<file path="src/hw/rtl/ffba_pkg.sv">
`default_nettype none
package ffba_pkg;

    localparam int MAX_BLOCKS = 4096;
    localparam int WORD_W     = 64;
    localparam int BIT_W      = 6;
    localparam int MAP_WORDS  = (MAX_BLOCKS + WORD_W - 1) / WORD_W;
    localparam int WADDR_W    = (MAP_WORDS > 1) ? $clog2(MAP_WORDS) : 1;
    localparam int IDX_W      = WADDR_W + BIT_W;
    localparam int BLK_W      = 13;
    localparam int OP_W       = 2;
    localparam int ST_W       = 2;
    localparam int DATA_W     = 16;

    localparam logic [OP_W-1:0] OP_ALLOC = 2'd0;
    localparam logic [OP_W-1:0] OP_FREE  = 2'd1;
    localparam logic [OP_W-1:0] OP_MARK  = 2'd2;

    localparam logic [ST_W-1:0] ST_OK    = 2'd0;
    localparam logic [ST_W-1:0] ST_FULL  = 2'd1;
    localparam logic [ST_W-1:0] ST_RANGE = 2'd2;

    localparam logic [BLK_W-1:0] TOTAL_RESET = 13'd4096;

    typedef struct packed {
        logic               rd_en;
        logic [WADDR_W-1:0] rd_addr;
        logic               wr_en;
        logic [WADDR_W-1:0] wr_addr;
        logic [WORD_W-1:0]  wr_data;
    } t_map_req;

endpackage
`default_nettype wire

</file>
<file path="src/hw/rtl/ffba_scan.sv">
`default_nettype none
module ffba_scan (
    input  wire logic [ffba_pkg::WORD_W-1:0] i_bits,
    output logic                             o_found,
    output logic [ffba_pkg::BIT_W-1:0]       o_pos
);
    import ffba_pkg::*;

    localparam int GRP   = 8;
    localparam int NGRP  = WORD_W / GRP;

    logic [NGRP-1:0] w_any;
    logic [2:0]      w_low [NGRP];
    logic [2:0]      w_grp;

    // lowest set bit inside each byte
    always_comb begin
        for (int g = 0; g < NGRP; g++) begin
            w_any[g] = |i_bits[g*GRP +: GRP];
            w_low[g] = 3'd0;
            for (int b = GRP - 1; b >= 0; b--) begin
                if (i_bits[g*GRP + b]) begin
                    w_low[g] = 3'(b);
                end
            end
        end
    end

    // lowest byte that holds a set bit
    always_comb begin
        w_grp = 3'd0;
        for (int g = NGRP - 1; g >= 0; g--) begin
            if (w_any[g]) begin
                w_grp = 3'(g);
            end
        end
    end

    assign o_found = |w_any;
    assign o_pos   = {w_grp, w_low[w_grp]};

endmodule
`default_nettype wire

</file>
<file path="config.mk">
export PLATFORM = sky130hd
export DESIGN_NAME = ffba_scan
export DESIGN_NICKNAME = d
export VERILOG_FILES = /design/src/hw/rtl/ffba_pkg.sv /design/src/hw/rtl/ffba_scan.sv
export SDC_FILE = /design/constraint.sdc
export NUM_CORES = 1
export LEC_CHECK = 0
export ABC_CLOCK_PERIOD_IN_PS = 5100
export BUFFER_PORTS_ARGS = -buffer_cell sky130_fd_sc_hd__buf_2
export CORE_MARGIN = 1
export CORE_UTILIZATION = 44
export DETAILED_ROUTE_END_ITERATION = 8
export PLACE_DENSITY = 0.85
export RECOVER_POWER = 25
export SETUP_SLACK_MARGIN = 0.5
export SYNTH_ARGS = -nofsm -noshare
export SYNTH_HDL_FRONTEND = slang
export SYNTH_SLANG_ARGS = --single-unit
</file>
<file path="constraint.sdc">
create_clock -name vclk -period 5.1
set_clock_uncertainty 0.1 [all_clocks]
set_input_delay 1.53 -clock vclk [all_inputs]
set_output_delay 1.53 -clock vclk [all_outputs]
set_load 0.03 [all_outputs]
</file>
==> flow_metrics.env, run 1 <==
export IMPL_status="aborted with a tool error"
export IMPL_failing_step="global routing (5_1_grt)"
export IMPL_error="[ERROR GRT-0116] Global routing finished with congestion. Check the congestion regions in the DRC Viewer."
export IMPL_synth_area_sq_um=1010
export IMPL_hold_buffers=0
export IMPL_dp_cells=268
export IMPL_ys_top_cells_by_count="nor2_1 (18), a21oi_1 (16), inv_1 (15)"
export IMPL_grt_overflow=4
export IMPL_grt_pass1_wl_microns=10600
export IMPL_syn_num_nets=206
export IMPL_synth_top_cell_by_area="nor4_4"
export IMPL_yosysWarnings=0
export IMPL_synthCells=142
export IMPL_synth_cell_types=43
export IMPL_io_buffer_count=71
export IMPL_num_rows=16
export IMPL_place_worst_setup_slack_ns=-0.153
export IMPL_post_synth_top_count_cell="nor2_1"
export IMPL_dp_hpwl_microns=3460
export IMPL_track_usage_pct=58.0
export IMPL_synth_top_area_share_pct=8.44
export IMPL_start_util_pct=48.9
export IMPL_fp_dieW_microns=49.9
export IMPL_first_global_vias=2277
export IMPL_grt_max_degree=7
export IMPL_place_congestion=0.842
export IMPL_synth_area_leaders="nor4_4 (8.4%), a21oi_1 (7.9%), nor4_2 (7.4%), nor3_1 (6.9%), nor2_1 (6.7%)"
export IMPL_ios=71
export IMPL_seq_area_frac_synth_pct=0
export IMPL_die_y_microns=49.9
export IMPL_syn_area_per_cell_sq_um=7.10
[through the flow]
step	setup TNS (ns)	hold WS (ns)	area (sq um)
CTS	0	3.50	1940
detailed placement	-0.394	3.55	1660
global placement	-0.183	3.54	1660
floorplan	0	3.23	1060
[layer usage]
layer	GRT overflow	GRT usage (%)
met5	0	0
met3	0	29.9
met2	1	89.0
met1	0	49.5
met4	3	69.0
[what timing repair did]
| item | 4_1_cts |
|---|---|
| gates resized for setup | 44 |
| buffers inserted | 9 |
| hold endpoints to repair | 0 |
| endpoints found under the setup margin | 7 |
| pin swaps | 19 |
[logic make-up after synthesis]
family / synth area share, %
compound gates: 38.2
simple gates: 54.2
buf+inv: 5.58
mux: 1.99
==> inputs of run 2 (changes only) <==
CORE_AREA = 2 2 63 65   (was unset)
CORE_MARGIN = unset   (was 1)
CORE_UTILIZATION = unset   (was 44)
DIE_AREA = 0 0 65 67   (was unset)
PLACE_DENSITY = unset   (was 0.85)
PLACE_DENSITY_LB_ADDON = 0.15   (was unset)
SETUP_SLACK_MARGIN = unset   (was 0.5)
==> run 2 against run 1 <==
The flow now finishes without violations. Synthesized cell count stayed put. Synthesized area stayed put.
==> flow_metrics.env, run 2 <==
export IMPL_cp_top_family="compound AO/OA/AOI/OAI gates"
export IMPL_track_usage_pct=16.0
export IMPL_period_share_pct=99.9
export IMPL_intPower_w=0.0000501
export IMPL_synth_top_area_share_pct=8.44
export IMPL_seq_cells=0
export IMPL_syn_area_per_cell_sq_um=7.10
export IMPL_synth_simple_gate_area_share_pct=54.2
export IMPL_antenna_found_initial=0
export IMPL_fp_dieW_microns=65
export IMPL_path_class="in -> out"
export IMPL_worst_pin_slew_ns=0.575
export IMPL_cp_cell_sequence="buf_2, or4_1, a211oi_4, o211ai_4, buf_4, mux2i_2, a211oi_2, a21oi_2, buf_4"
export IMPL_synth_compound_gate_area_share_pct=38.2
export IMPL_synth_mux_area_share_pct=1.99
export IMPL_cp_max_fo=6
export IMPL_cp_num_buf_inv=3
export IMPL_first_global_vias=1373
export IMPL_synthCells=142
export IMPL_leakage_nw=0.817
export IMPL_synth_area_sq_um=1010
export IMPL_ys_top_cells_by_count="nor2_1 (18), a21oi_1 (16), inv_1 (15)"
export IMPL_synth_area_leaders="nor4_4 (8.4%), a21oi_1 (7.9%), nor4_2 (7.4%), nor3_1 (6.9%), nor2_1 (6.7%)"
export IMPL_area_sequential_sq_um=0
export IMPL_holdWs_ns=3.52
export IMPL_wirelength_microns=3810
export IMPL_swShare_pct=49.9
export IMPL_synth_top_cell_by_area="nor4_4"
export IMPL_start_util_pct=28.0
export IMPL_fin_setup_tns_ns=0
export IMPL_yosysWarnings=0
export IMPL_hold_buffers=0
export IMPL_drc=0
export IMPL_powerDensity_nw_per_um2=54.4
export IMPL_drive_above_1_share_pct=54.9
export IMPL_slew_limit_headroom_pct=61.2
export IMPL_fmax_ghz=0.196
export IMPL_grt_pass1_wl_microns=5750
export IMPL_min_from="i_bits[32]"
export IMPL_final_util_pct=51.0
export IMPL_finalHoldViolCount=0
export IMPL_dp_hpwl_microns=3130
export IMPL_required_ns=3.47
export IMPL_seq_area_frac_synth_pct=0
export IMPL_period_needed_ns=5.09
export IMPL_final_common_cell="buf_2"
export IMPL_nNetsFinal=312
export IMPL_slew_viol_final=0
export IMPL_ios=71
export IMPL_p_comb_share_pct=100.0
export IMPL_clockPowerShare_pct=0
export IMPL_dr_pass1_iters=4
export IMPL_syn_num_nets=206
export IMPL_via_per_inst=5.11
export IMPL_maxCapViolations=0
export IMPL_cp_num_cells=9
export IMPL_post_synth_top_count_cell="nor2_1"
export IMPL_vdd_ir_drop_max_mv=0.0226
export IMPL_syn2layout_area_growth_pct=82.5
export IMPL_synthAdderAreaFrac_pct=0
export IMPL_mostFrequentLayoutCells="buf_2 (60), buf_4 (35), nor2_1 (18)"
export IMPL_hp_class="in -> out"
export IMPL_synth_cell_types=43
export IMPL_clock_buffers=0
export IMPL_antennaDiodeCount=0
export IMPL_die_area_sq_um=4360
export IMPL_core_sq_um=3610
export IMPL_synth_top_family_by_area="simple AND/OR/NAND/NOR gates"
export IMPL_num_rows=22
export IMPL_first_iter_violations=30
export IMPL_seqPwrFrac_pct=0
export IMPL_worstSetupEndpointType="output port"
export IMPL_whs_endpoint="o_pos[2]"
export IMPL_grt_overflow=0
export IMPL_grt_setup_unrepaired="true"
export IMPL_grt_max_degree=7
export IMPL_slowest_stage="or4_1"
export IMPL_finalSetupViolations=0
export IMPL_p_switching_w=0.0000499
export IMPL_cp_slowest_stage_delay_ns=0.57
export IMPL_crit_path_frequent_cell="buf_4"
export IMPL_place_congestion=0.807
export IMPL_cp_arrival_ns=3.46
export IMPL_io_buffer_count=71
export IMPL_dr_total_vias=1502
export IMPL_start_kind="primary input"
export IMPL_ant_nets=0
export IMPL_die_y_microns=67
export IMPL_status="finished, final reports clean"
export IMPL_synth_xor_area_share_pct=0
export IMPL_routedWlPerCell_microns=13.0
export IMPL_min_path_cells=5
run 2: metrics by stage:
stage | total power, W | area (sq um) | setup WS [ns] | instances
global placement | 0.0000882 | 1660 | -0.0334 | 291
detailed placement | 0.0000885 | 1660 | -0.0366 | 291
finish | 0.000100 | 1840 | 0.00666 | 294
floorplan | 0.0000300 | 1020 | -0.0161 | 142
CTS | 0.0000909 | 1710 | 0.00229 | 293
global route | 0.000110 | 1840 | -0.0777 | 294
run 2: power by group through the flow:
stage               clock, W  sequential [W]  combinational, W
floorplan                  0               0         0.0000300
global placement           0               0         0.0000882
detailed placement         0               0         0.0000885
CTS                        0               0         0.0000909
global route               0               0          0.000110
finish                     0               0          0.000100
run 2: cell families after synthesis:
group / Yosys count
AO/OA/AOI/OAI: 50
buffers and inverters: 15
AND/OR/NAND/NOR: 75
multiplexers: 2
run 2: cell type report:
type | count | area, sq um
Multi-Input combinational cell | 127 | 1060
Inverter | 15 | 56.3
Tap cell | 48 | 60.1
Timing Repair Buffer | 104 | 668
Fill cell | 367 | 1770
run 2: how the worst max path moves through the flow:
stage                           to        from  slack, ns
final                     o_pos[1]  i_bits[48]      0.007
after global routing      o_pos[1]  i_bits[48]      -0.08
after CTS                 o_pos[2]  i_bits[37]      0.002
after detailed placement  o_pos[1]  i_bits[52]      -0.04
after global placement    o_pos[2]  i_bits[32]      -0.03
after floorplan           o_pos[1]   i_bits[1]      -0.02
run 2: what timing repair did:
item / CTS / global route
setup endpoints to repair: 3 / 3
buffers inserted: 2 / 1
resized for setup: 6 / 27
pin swaps: 4 / 9
run 2: per-layer routing:
layer / wire [microns] / GRT usage, % / share of wire [%]
met1: 1740 / 20.5 / 46
met2: 1900 / 31.3 / 50
met3: 172 / 0.338 / 4.5
met4: 0 / 0 / 0
met5: 0 / 0 / 0
run 2: tightest hold or removal path, cell delays in order:
cell and delay, ns:
buf_6 0.07, or4_4 0.15, or3b_1 0.12, a211oi_2 0.06
buf_4 0.16
(Power assumes the default switching activity.)
