**config.mk**
```make
export PLATFORM = sky130hd
export DESIGN_NAME = ffba_map
export DESIGN_NICKNAME = d
export VERILOG_FILES = /design/src/hw/rtl/ffba_pkg.sv /design/src/hw/rtl/ffba_map.sv
export SDC_FILE = /design/constraint.sdc
export NUM_CORES = 2
export LEC_CHECK = 0
export BUFFER_PORTS_ARGS = -buffer_cell sky130_fd_sc_hd__buf_2
export CORE_MARGIN = 2
export CORE_UTILIZATION = 65
export DETAILED_ROUTE_END_ITERATION = 10
export GPL_TIMING_DRIVEN = 1
export PLACE_DENSITY = 0.82
export SYNTH_ARGS = -nofsm -noshare
export SYNTH_HDL_FRONTEND = slang
export SYNTH_SLANG_ARGS = --single-unit
```
**constraint.sdc**
```tcl
create_clock -name i_clk -period 14.39 [get_ports i_clk]
set_clock_uncertainty 0.15 [all_clocks]
set_input_delay 1.439 -clock i_clk [delete_from_list [all_inputs] [get_ports i_clk]]
set_output_delay 1.439 -clock i_clk [all_outputs]
set_load 0.005 [all_outputs]
```
**src/hw/rtl/ffba_pkg.sv**
```systemverilog
`default_nettype none
package ffba_pkg;

    localparam int MAX_BLOCKS = 4096;
    localparam int WORD_W     = 64;
    localparam int BIT_W      = 6;
    localparam int MAP_WORDS  = (MAX_BLOCKS + WORD_W - 1) / WORD_W;
    localparam int WADDR_W    = (MAP_WORDS > 1) ? $clog2(MAP_WORDS) : 1;
    localparam int IDX_W      = WADDR_W + BIT_W;
    localparam int BLK_W      = 13;
    localparam int OP_W       = 2;
    localparam int ST_W       = 2;
    localparam int DATA_W     = 16;

    localparam logic [OP_W-1:0] OP_ALLOC = 2'd0;
    localparam logic [OP_W-1:0] OP_FREE  = 2'd1;
    localparam logic [OP_W-1:0] OP_MARK  = 2'd2;

    localparam logic [ST_W-1:0] ST_OK    = 2'd0;
    localparam logic [ST_W-1:0] ST_FULL  = 2'd1;
    localparam logic [ST_W-1:0] ST_RANGE = 2'd2;

    localparam logic [BLK_W-1:0] TOTAL_RESET = 13'd4096;

    typedef struct packed {
        logic               rd_en;
        logic [WADDR_W-1:0] rd_addr;
        logic               wr_en;
        logic [WADDR_W-1:0] wr_addr;
        logic [WORD_W-1:0]  wr_data;
    } t_map_req;

endpackage
`default_nettype wire

```
**src/hw/rtl/ffba_map.sv**
```systemverilog
`default_nettype none
module ffba_map (
    input  wire logic                        i_clk,
    input  wire logic                        i_rst_n,
    input  wire ffba_pkg::t_map_req          i_req,
    output logic [ffba_pkg::WORD_W-1:0]      o_rd_data
);
    import ffba_pkg::*;

    logic [WORD_W-1:0]    r_mem [MAP_WORDS];
    logic [MAP_WORDS-1:0] r_vld;
    logic [WORD_W-1:0]    r_rd_data;
    logic                 r_rd_vld;

    always_ff @(posedge i_clk) begin
        if (i_req.wr_en) begin
            r_mem[i_req.wr_addr] <= i_req.wr_data;
        end
        if (i_req.rd_en) begin
            r_rd_data <= r_mem[i_req.rd_addr];
        end
    end

    // words never written read as all free
    always_ff @(posedge i_clk) begin
        if (!i_rst_n) begin
            r_vld    <= '0;
            r_rd_vld <= 1'b0;
        end else begin
            if (i_req.wr_en) begin
                r_vld[i_req.wr_addr] <= 1'b1;
            end
            if (i_req.rd_en) begin
                r_rd_vld <= r_vld[i_req.rd_addr];
            end
        end
    end

    assign o_rd_data = r_rd_vld ? r_rd_data : '0;

endmodule
`default_nettype wire

```
[Word level (Yosys, flattened, before mapping)]
Memories as Yosys holds them, arrays and structs flattened. A register that Yosys moved wholly into a read port is not among the register bits.
Index checks and enable logic that the tools add are counted.
Word-level totals
  input bits: 80
  output and inout bits: 64
  memories kept: 1
  word-level logic and storage cells: 15
  memory bits (writable): 4096
  bits in registers: 65
Operators by class
  reduce and logical (&&, ||, !) cells: 1
  bitwise logic cells: 1
  $lt $le $gt $ge: 3
  muxes and demuxes: 7
Memories
  r_mem: depth 64, bits a word 64, read ports 1, clocked after memory_dff 1, write ports 1, line ffba_map.sv:10  | logic [WORD_W-1:0] r_mem [MAP_WORDS];
Operator list (number)
  64-bit 2-to-1 mux: 1
  64-bit bitwise OR: 1
  6-bit by 7-bit < comparator with 1-bit output, second input constant: 2
  1-bit binary-select mux with 6-bit select: 1
  1-bit demux with 6-bit select: 1
  6-bit by 1-bit greater-or-equal comparator with 1-bit output, second input constant: 1
  1-bit 2-to-1 mux: 4
  1-bit logical AND: 1

[Depth between registers and ports, before layout]
  depth in word-level cells: 5
  gate-level depth with buffers: 10
  gate-level depth less buffers: 5

[Worst setup path before layout]
OpenSTA, ideal clock, no wires.
  kind: input to register
  from: input i_req[70] (netlist bit)
  to: memory r_mem[40][0] (enable)
  arrival: 6319 ps
  buffers on the path: 0
  setup time: 567 ps
  required time: 13673 ps
  stages: 3
  path slack: 7354 ps
  cells stage by stage: nor2b_1 > nand3_1 > nor3_1
Between the ends
  cells in the longest elaborated chain, start to end: 2
RTL lines
  start: declaration: line ffba_map.sv:5  | input wire ffba_pkg::t_map_req i_req,
  1-bit 2-to-1 mux: line ffba_map.sv:16  | if (i_req.wr_en) begin
  1-bit 2-to-1 mux (not written as such): line ffba_map.sv:17  | r_mem[i_req.wr_addr] <= i_req.wr_data;
  end: declaration: line ffba_map.sv:10
No other way between the ends.

==> key figures <==
Clock network
  • Number of buffers on the longest clock path: 4
  • Total of hold buffers inserted after clock tree synthesis: 0
  • TritonCTS clock tree: yes
  • Library cell used as clock root buffer: sky130_fd_sc_hd__clkbuf_16
  • Number of levels the H-tree was split into: 5
  • Number of buffers added by the clock tree synthesis step: just over 400
  • Clock slew at reported path FFs: around 0.070 ns
  • CTS resizes: 0
  • Clock Sinks: around 4200
  • Setup Buffers After CTS: 0
  • Worst-skew pair later-pin latency: roughly 1.1 ns

Yosys
  • Number of storage elements in the synthesis netlist: between 4000 and 5000
  • Warning count from the yosys run: 0
  • Mean Syn Cell Area: approximately 25 sq um
  • Total standard cell area after synthesis: about 160000 sq um
  • Primary flip-flop cell chosen by synthesis mapping: sky130_fd_sc_hd__edfxtp_1
  • Count of flip-flops with a built-in enable after synthesis: ~4200
  • Net count after synthesis: 6400
  • Fraction of the yosys area taken by sequential cells: 79.1%
  • Number of standard cells after synthesis: between 6000 and 7000
  • Count of cell types in the netlist: 30
  • Async SR Flop Fraction: 0%

Critical path
  • Max Fanout on Critical Path: 95
  • Crit path arrival time: roughly 6.6 ns
  • Logic depth of the worst register-to-register path: 4
  • Endpoint of the worst-slack reg-to-reg timing path: r_rd_data[1]
  • Register-to-register setup slack: ~12 ns
  • Type of element launching the critical path: primary input
  • CP Launch Point: i_req[71]
  • Required time worst endpoint: 15.01 ns
  • Crit Path Category: in2reg
  • Startpoint of the worst-slack reg-to-reg timing path: r_mem[49][1]
  • Kind of capture point of the worst setup path: flop
  • Termination of the worst setup path: r_rd_data[3]

Detailed routing
  • Avg WL per Cell: 50.8 microns
  • Residual DRC: 0
  • Length of the first detailed-routing pass in iterations: 8
  • Initial DRC Count: roughly 18000
  • Via count: 84600
  • Number of vias per cell after detailed routing: 8.23
  • Detail Route Antenna Nets: 0
  • Total Routed Length: between 500000 and 600000 microns

STA
  • Tmin final: approximately 6 ns
  • Achievable Freq: between 150 and 200 MHz
  • Worst-Margin Slew: about 1.5 ns
  • Worst max-slew margin expressed relative to the limit: -0.419%
  • Setup Total Neg Slack: 0 ns
  • Number of pins with negative max-slew slack in the final report: 41
  • Setup repair after global routing missed its margin: false
  • Hold Fails Final Rpt: 0
  • Final worst path period share: about two fifths
  • Number of endpoints failing setup at the final stage: 0

Power and ir drop
  • Pwr dens: about 140 nW/um^2
  • Worst ir drop on vdd: 0.118 mV
  • Standby leakage power: between 0.05 and 0.06 uW

Place
  • Routability Congestion: a little over 0.8
  • Half-perimeter wire length of the detailed placement result: ~230000 microns
  • Total placed instance area: approximately 160000 sq um
  • Quantity of I/O buffers inserted on ports: 143

Finish
  • Most frequent cells in the layout: sky130_fd_sc_hd__edfxtp_1 (4160), sky130_fd_sc_hd__mux4_2 (1290), sky130_fd_sc_hd__clkbuf_16 (414)
  • Area grow syn2layout: 11.6%
  • Post-route cell area: about 180000 sq um
  • Most common cell after layout, fill and taps aside: sky130_fd_sc_hd__edfxtp_1
  • Final net count: slightly below 7000
  • Total of fill cells in the finished design: 11900
  • Fraction of final layout cells sized beyond drive strength 1: roughly 32%

Floorplanning
  • Number of top-level pins: roughly 140
  • Die width: between 400 and 500 microns
  • Die Area: around 250000 sq um
  • Floorplan Core Area: about 240000 sq um
  • Height of the die: 499 microns
  • Number of cell rows: around 180
  • Initial core utilization: 65.5%

GRT
  • Number of global-route vias before repair: about 84000
  • Wire length of the first global-routing pass: 707000 microns
  • Initial antenna violation count: 75
  • Remaining global-route overflow: 0
  • Maximum number of pins on one net before global-route repair: roughly 150
  • GRT Util Overall: roughly 42%

Hold path
  • Hold Crit Class: reg2reg

Run status
  • Violated checks: capacitance limit, slew limit
  • Outcome: complete, but fails checks

Job
  • Number of max-cap violations: 2
[layout make-up]
| class | count | area [sq um] | area share [%] |
|---|---|---|---|
| sequential | 4225 | 126000 | 70.9 |
| multi-input combinational | 1754 | 32400 | 18.2 |
| clock buffer | 495 | 10700 | 6.01 |
| tap | 3202 | 4010 | 2.25 |
| timing repair buffer | 333 | 2350 | 1.32 |
| clock inverter | 227 | 2260 | 1.27 |
| antenna | 46 | 115 | 0.0647 |
[Yosys cell counts, types with 2 or more instances]
cell	n	area, sq um
sky130_fd_sc_hd__o22ai_1	2	12.5
sky130_fd_sc_hd__o21a_1	64	480
sky130_fd_sc_hd__nor4_1	2	12.5
sky130_fd_sc_hd__and2_1	65	407
sky130_fd_sc_hd__nor2_1	64	240
sky130_fd_sc_hd__buf_4	4	30.0
sky130_fd_sc_hd__nand4_1	3	18.8
sky130_fd_sc_hd__clkbuf_1	188	706
sky130_fd_sc_hd__mux2_2	4	45.0
sky130_fd_sc_hd__a211oi_1	2	15.0
sky130_fd_sc_hd__buf_6	3	33.8
sky130_fd_sc_hd__nand2_1	72	270
sky130_fd_sc_hd__nor2b_1	16	100
sky130_fd_sc_hd__dfxtp_1	65	1300
sky130_fd_sc_hd__buf_2	109	546
sky130_fd_sc_hd__mux2i_1	2	20.0
sky130_fd_sc_hd__nor3_1	4	20.0
sky130_fd_sc_hd__edfxtp_1	4160	125000
sky130_fd_sc_hd__nand3_1	10	50.1
sky130_fd_sc_hd__o21ai_0	2	10.0
sky130_fd_sc_hd__a2111oi_0	6	52.6
sky130_fd_sc_hd__buf_1	37	139
sky130_fd_sc_hd__mux4_2	1290	29100
sky130_fd_sc_hd__nand2b_1	10	62.6
sky130_fd_sc_hd__a22oi_1	131	983
[layer usage]
layer,routed length [microns],GRT usage [%]
met1,150000,51.4
met3,78400,13.5
met5,388,0
met2,248000,65.1
met4,45800,31.1
[worst min-delay path by stage]
stage,startpoint,endpoint,cells after the start
after CTS,r_vld[34],r_vld[34],1
after global placement,r_vld[32],r_vld[32],1
after detailed placement,r_vld[27],r_vld[27],1
final,r_vld[34],r_vld[34],1
after global routing,r_vld[39],r_vld[39],1
after floorplan,r_vld[16],r_vld[16],1
[state kept, by name, indices dropped and copies added, names as in the netlist]
name and count:
r_rd_vld 1, r_mem 4096, r_vld 64, r_rd_data 64
[report_power, final]
part | internal, uW | switching, uW
clock | 6080 | 4810
combinational | 449 | 701
sequential | 13600 | 86.5
total | 20200 | 5600
[logic make-up (layout without fill, tap and decap cells)]
| group | count (synthesis) | in the layout | share of synthesized area (%) |
|---|---|---|---|
| other | 0 | 46 | 0 |
| AO/OA/AOI/OAI | 210 | 210 | 0.989 |
| flip-flops | 4225 | 4225 | 79.1 |
| multiplexers | 1296 | 1296 | 18.2 |
| buffers and inverters | 341 | 1055 | 0.911 |
| AND/OR/NAND/NOR | 248 | 248 | 0.749 |
[through the flow]
step | hold WS, ns | util [%] | setup slack, ns | power, uW | instances
floorplan | 0.283 | - | 7.35 | 14600 | 6320
global placement | 0.288 | 67.7 | 7.48 | 15000 | 9512
detailed placement | 0.296 | 67.7 | 7.53 | 15000 | 9512
CTS | 0.326 | 73.0 | 8.42 | 25700 | 10200
global route | 0.347 | 73.0 | 8.03 | 26100 | 10300
finish | 0.331 | 73.1 | 8.38 | 25800 | 10300
[critical path: stages]
cell and delay, ns:
sky130_fd_sc_hd__buf_12 0.44, sky130_fd_sc_hd__buf_4 0.96, sky130_fd_sc_hd__buf_4 0.84, sky130_fd_sc_hd__buf_4 0.89
sky130_fd_sc_hd__mux4_2 0.68, sky130_fd_sc_hd__mux4_2 0.51, sky130_fd_sc_hd__a22oi_1 0.27, sky130_fd_sc_hd__nand2_1 0.11
No activity file was read; power rests on OpenSTA's default activity.
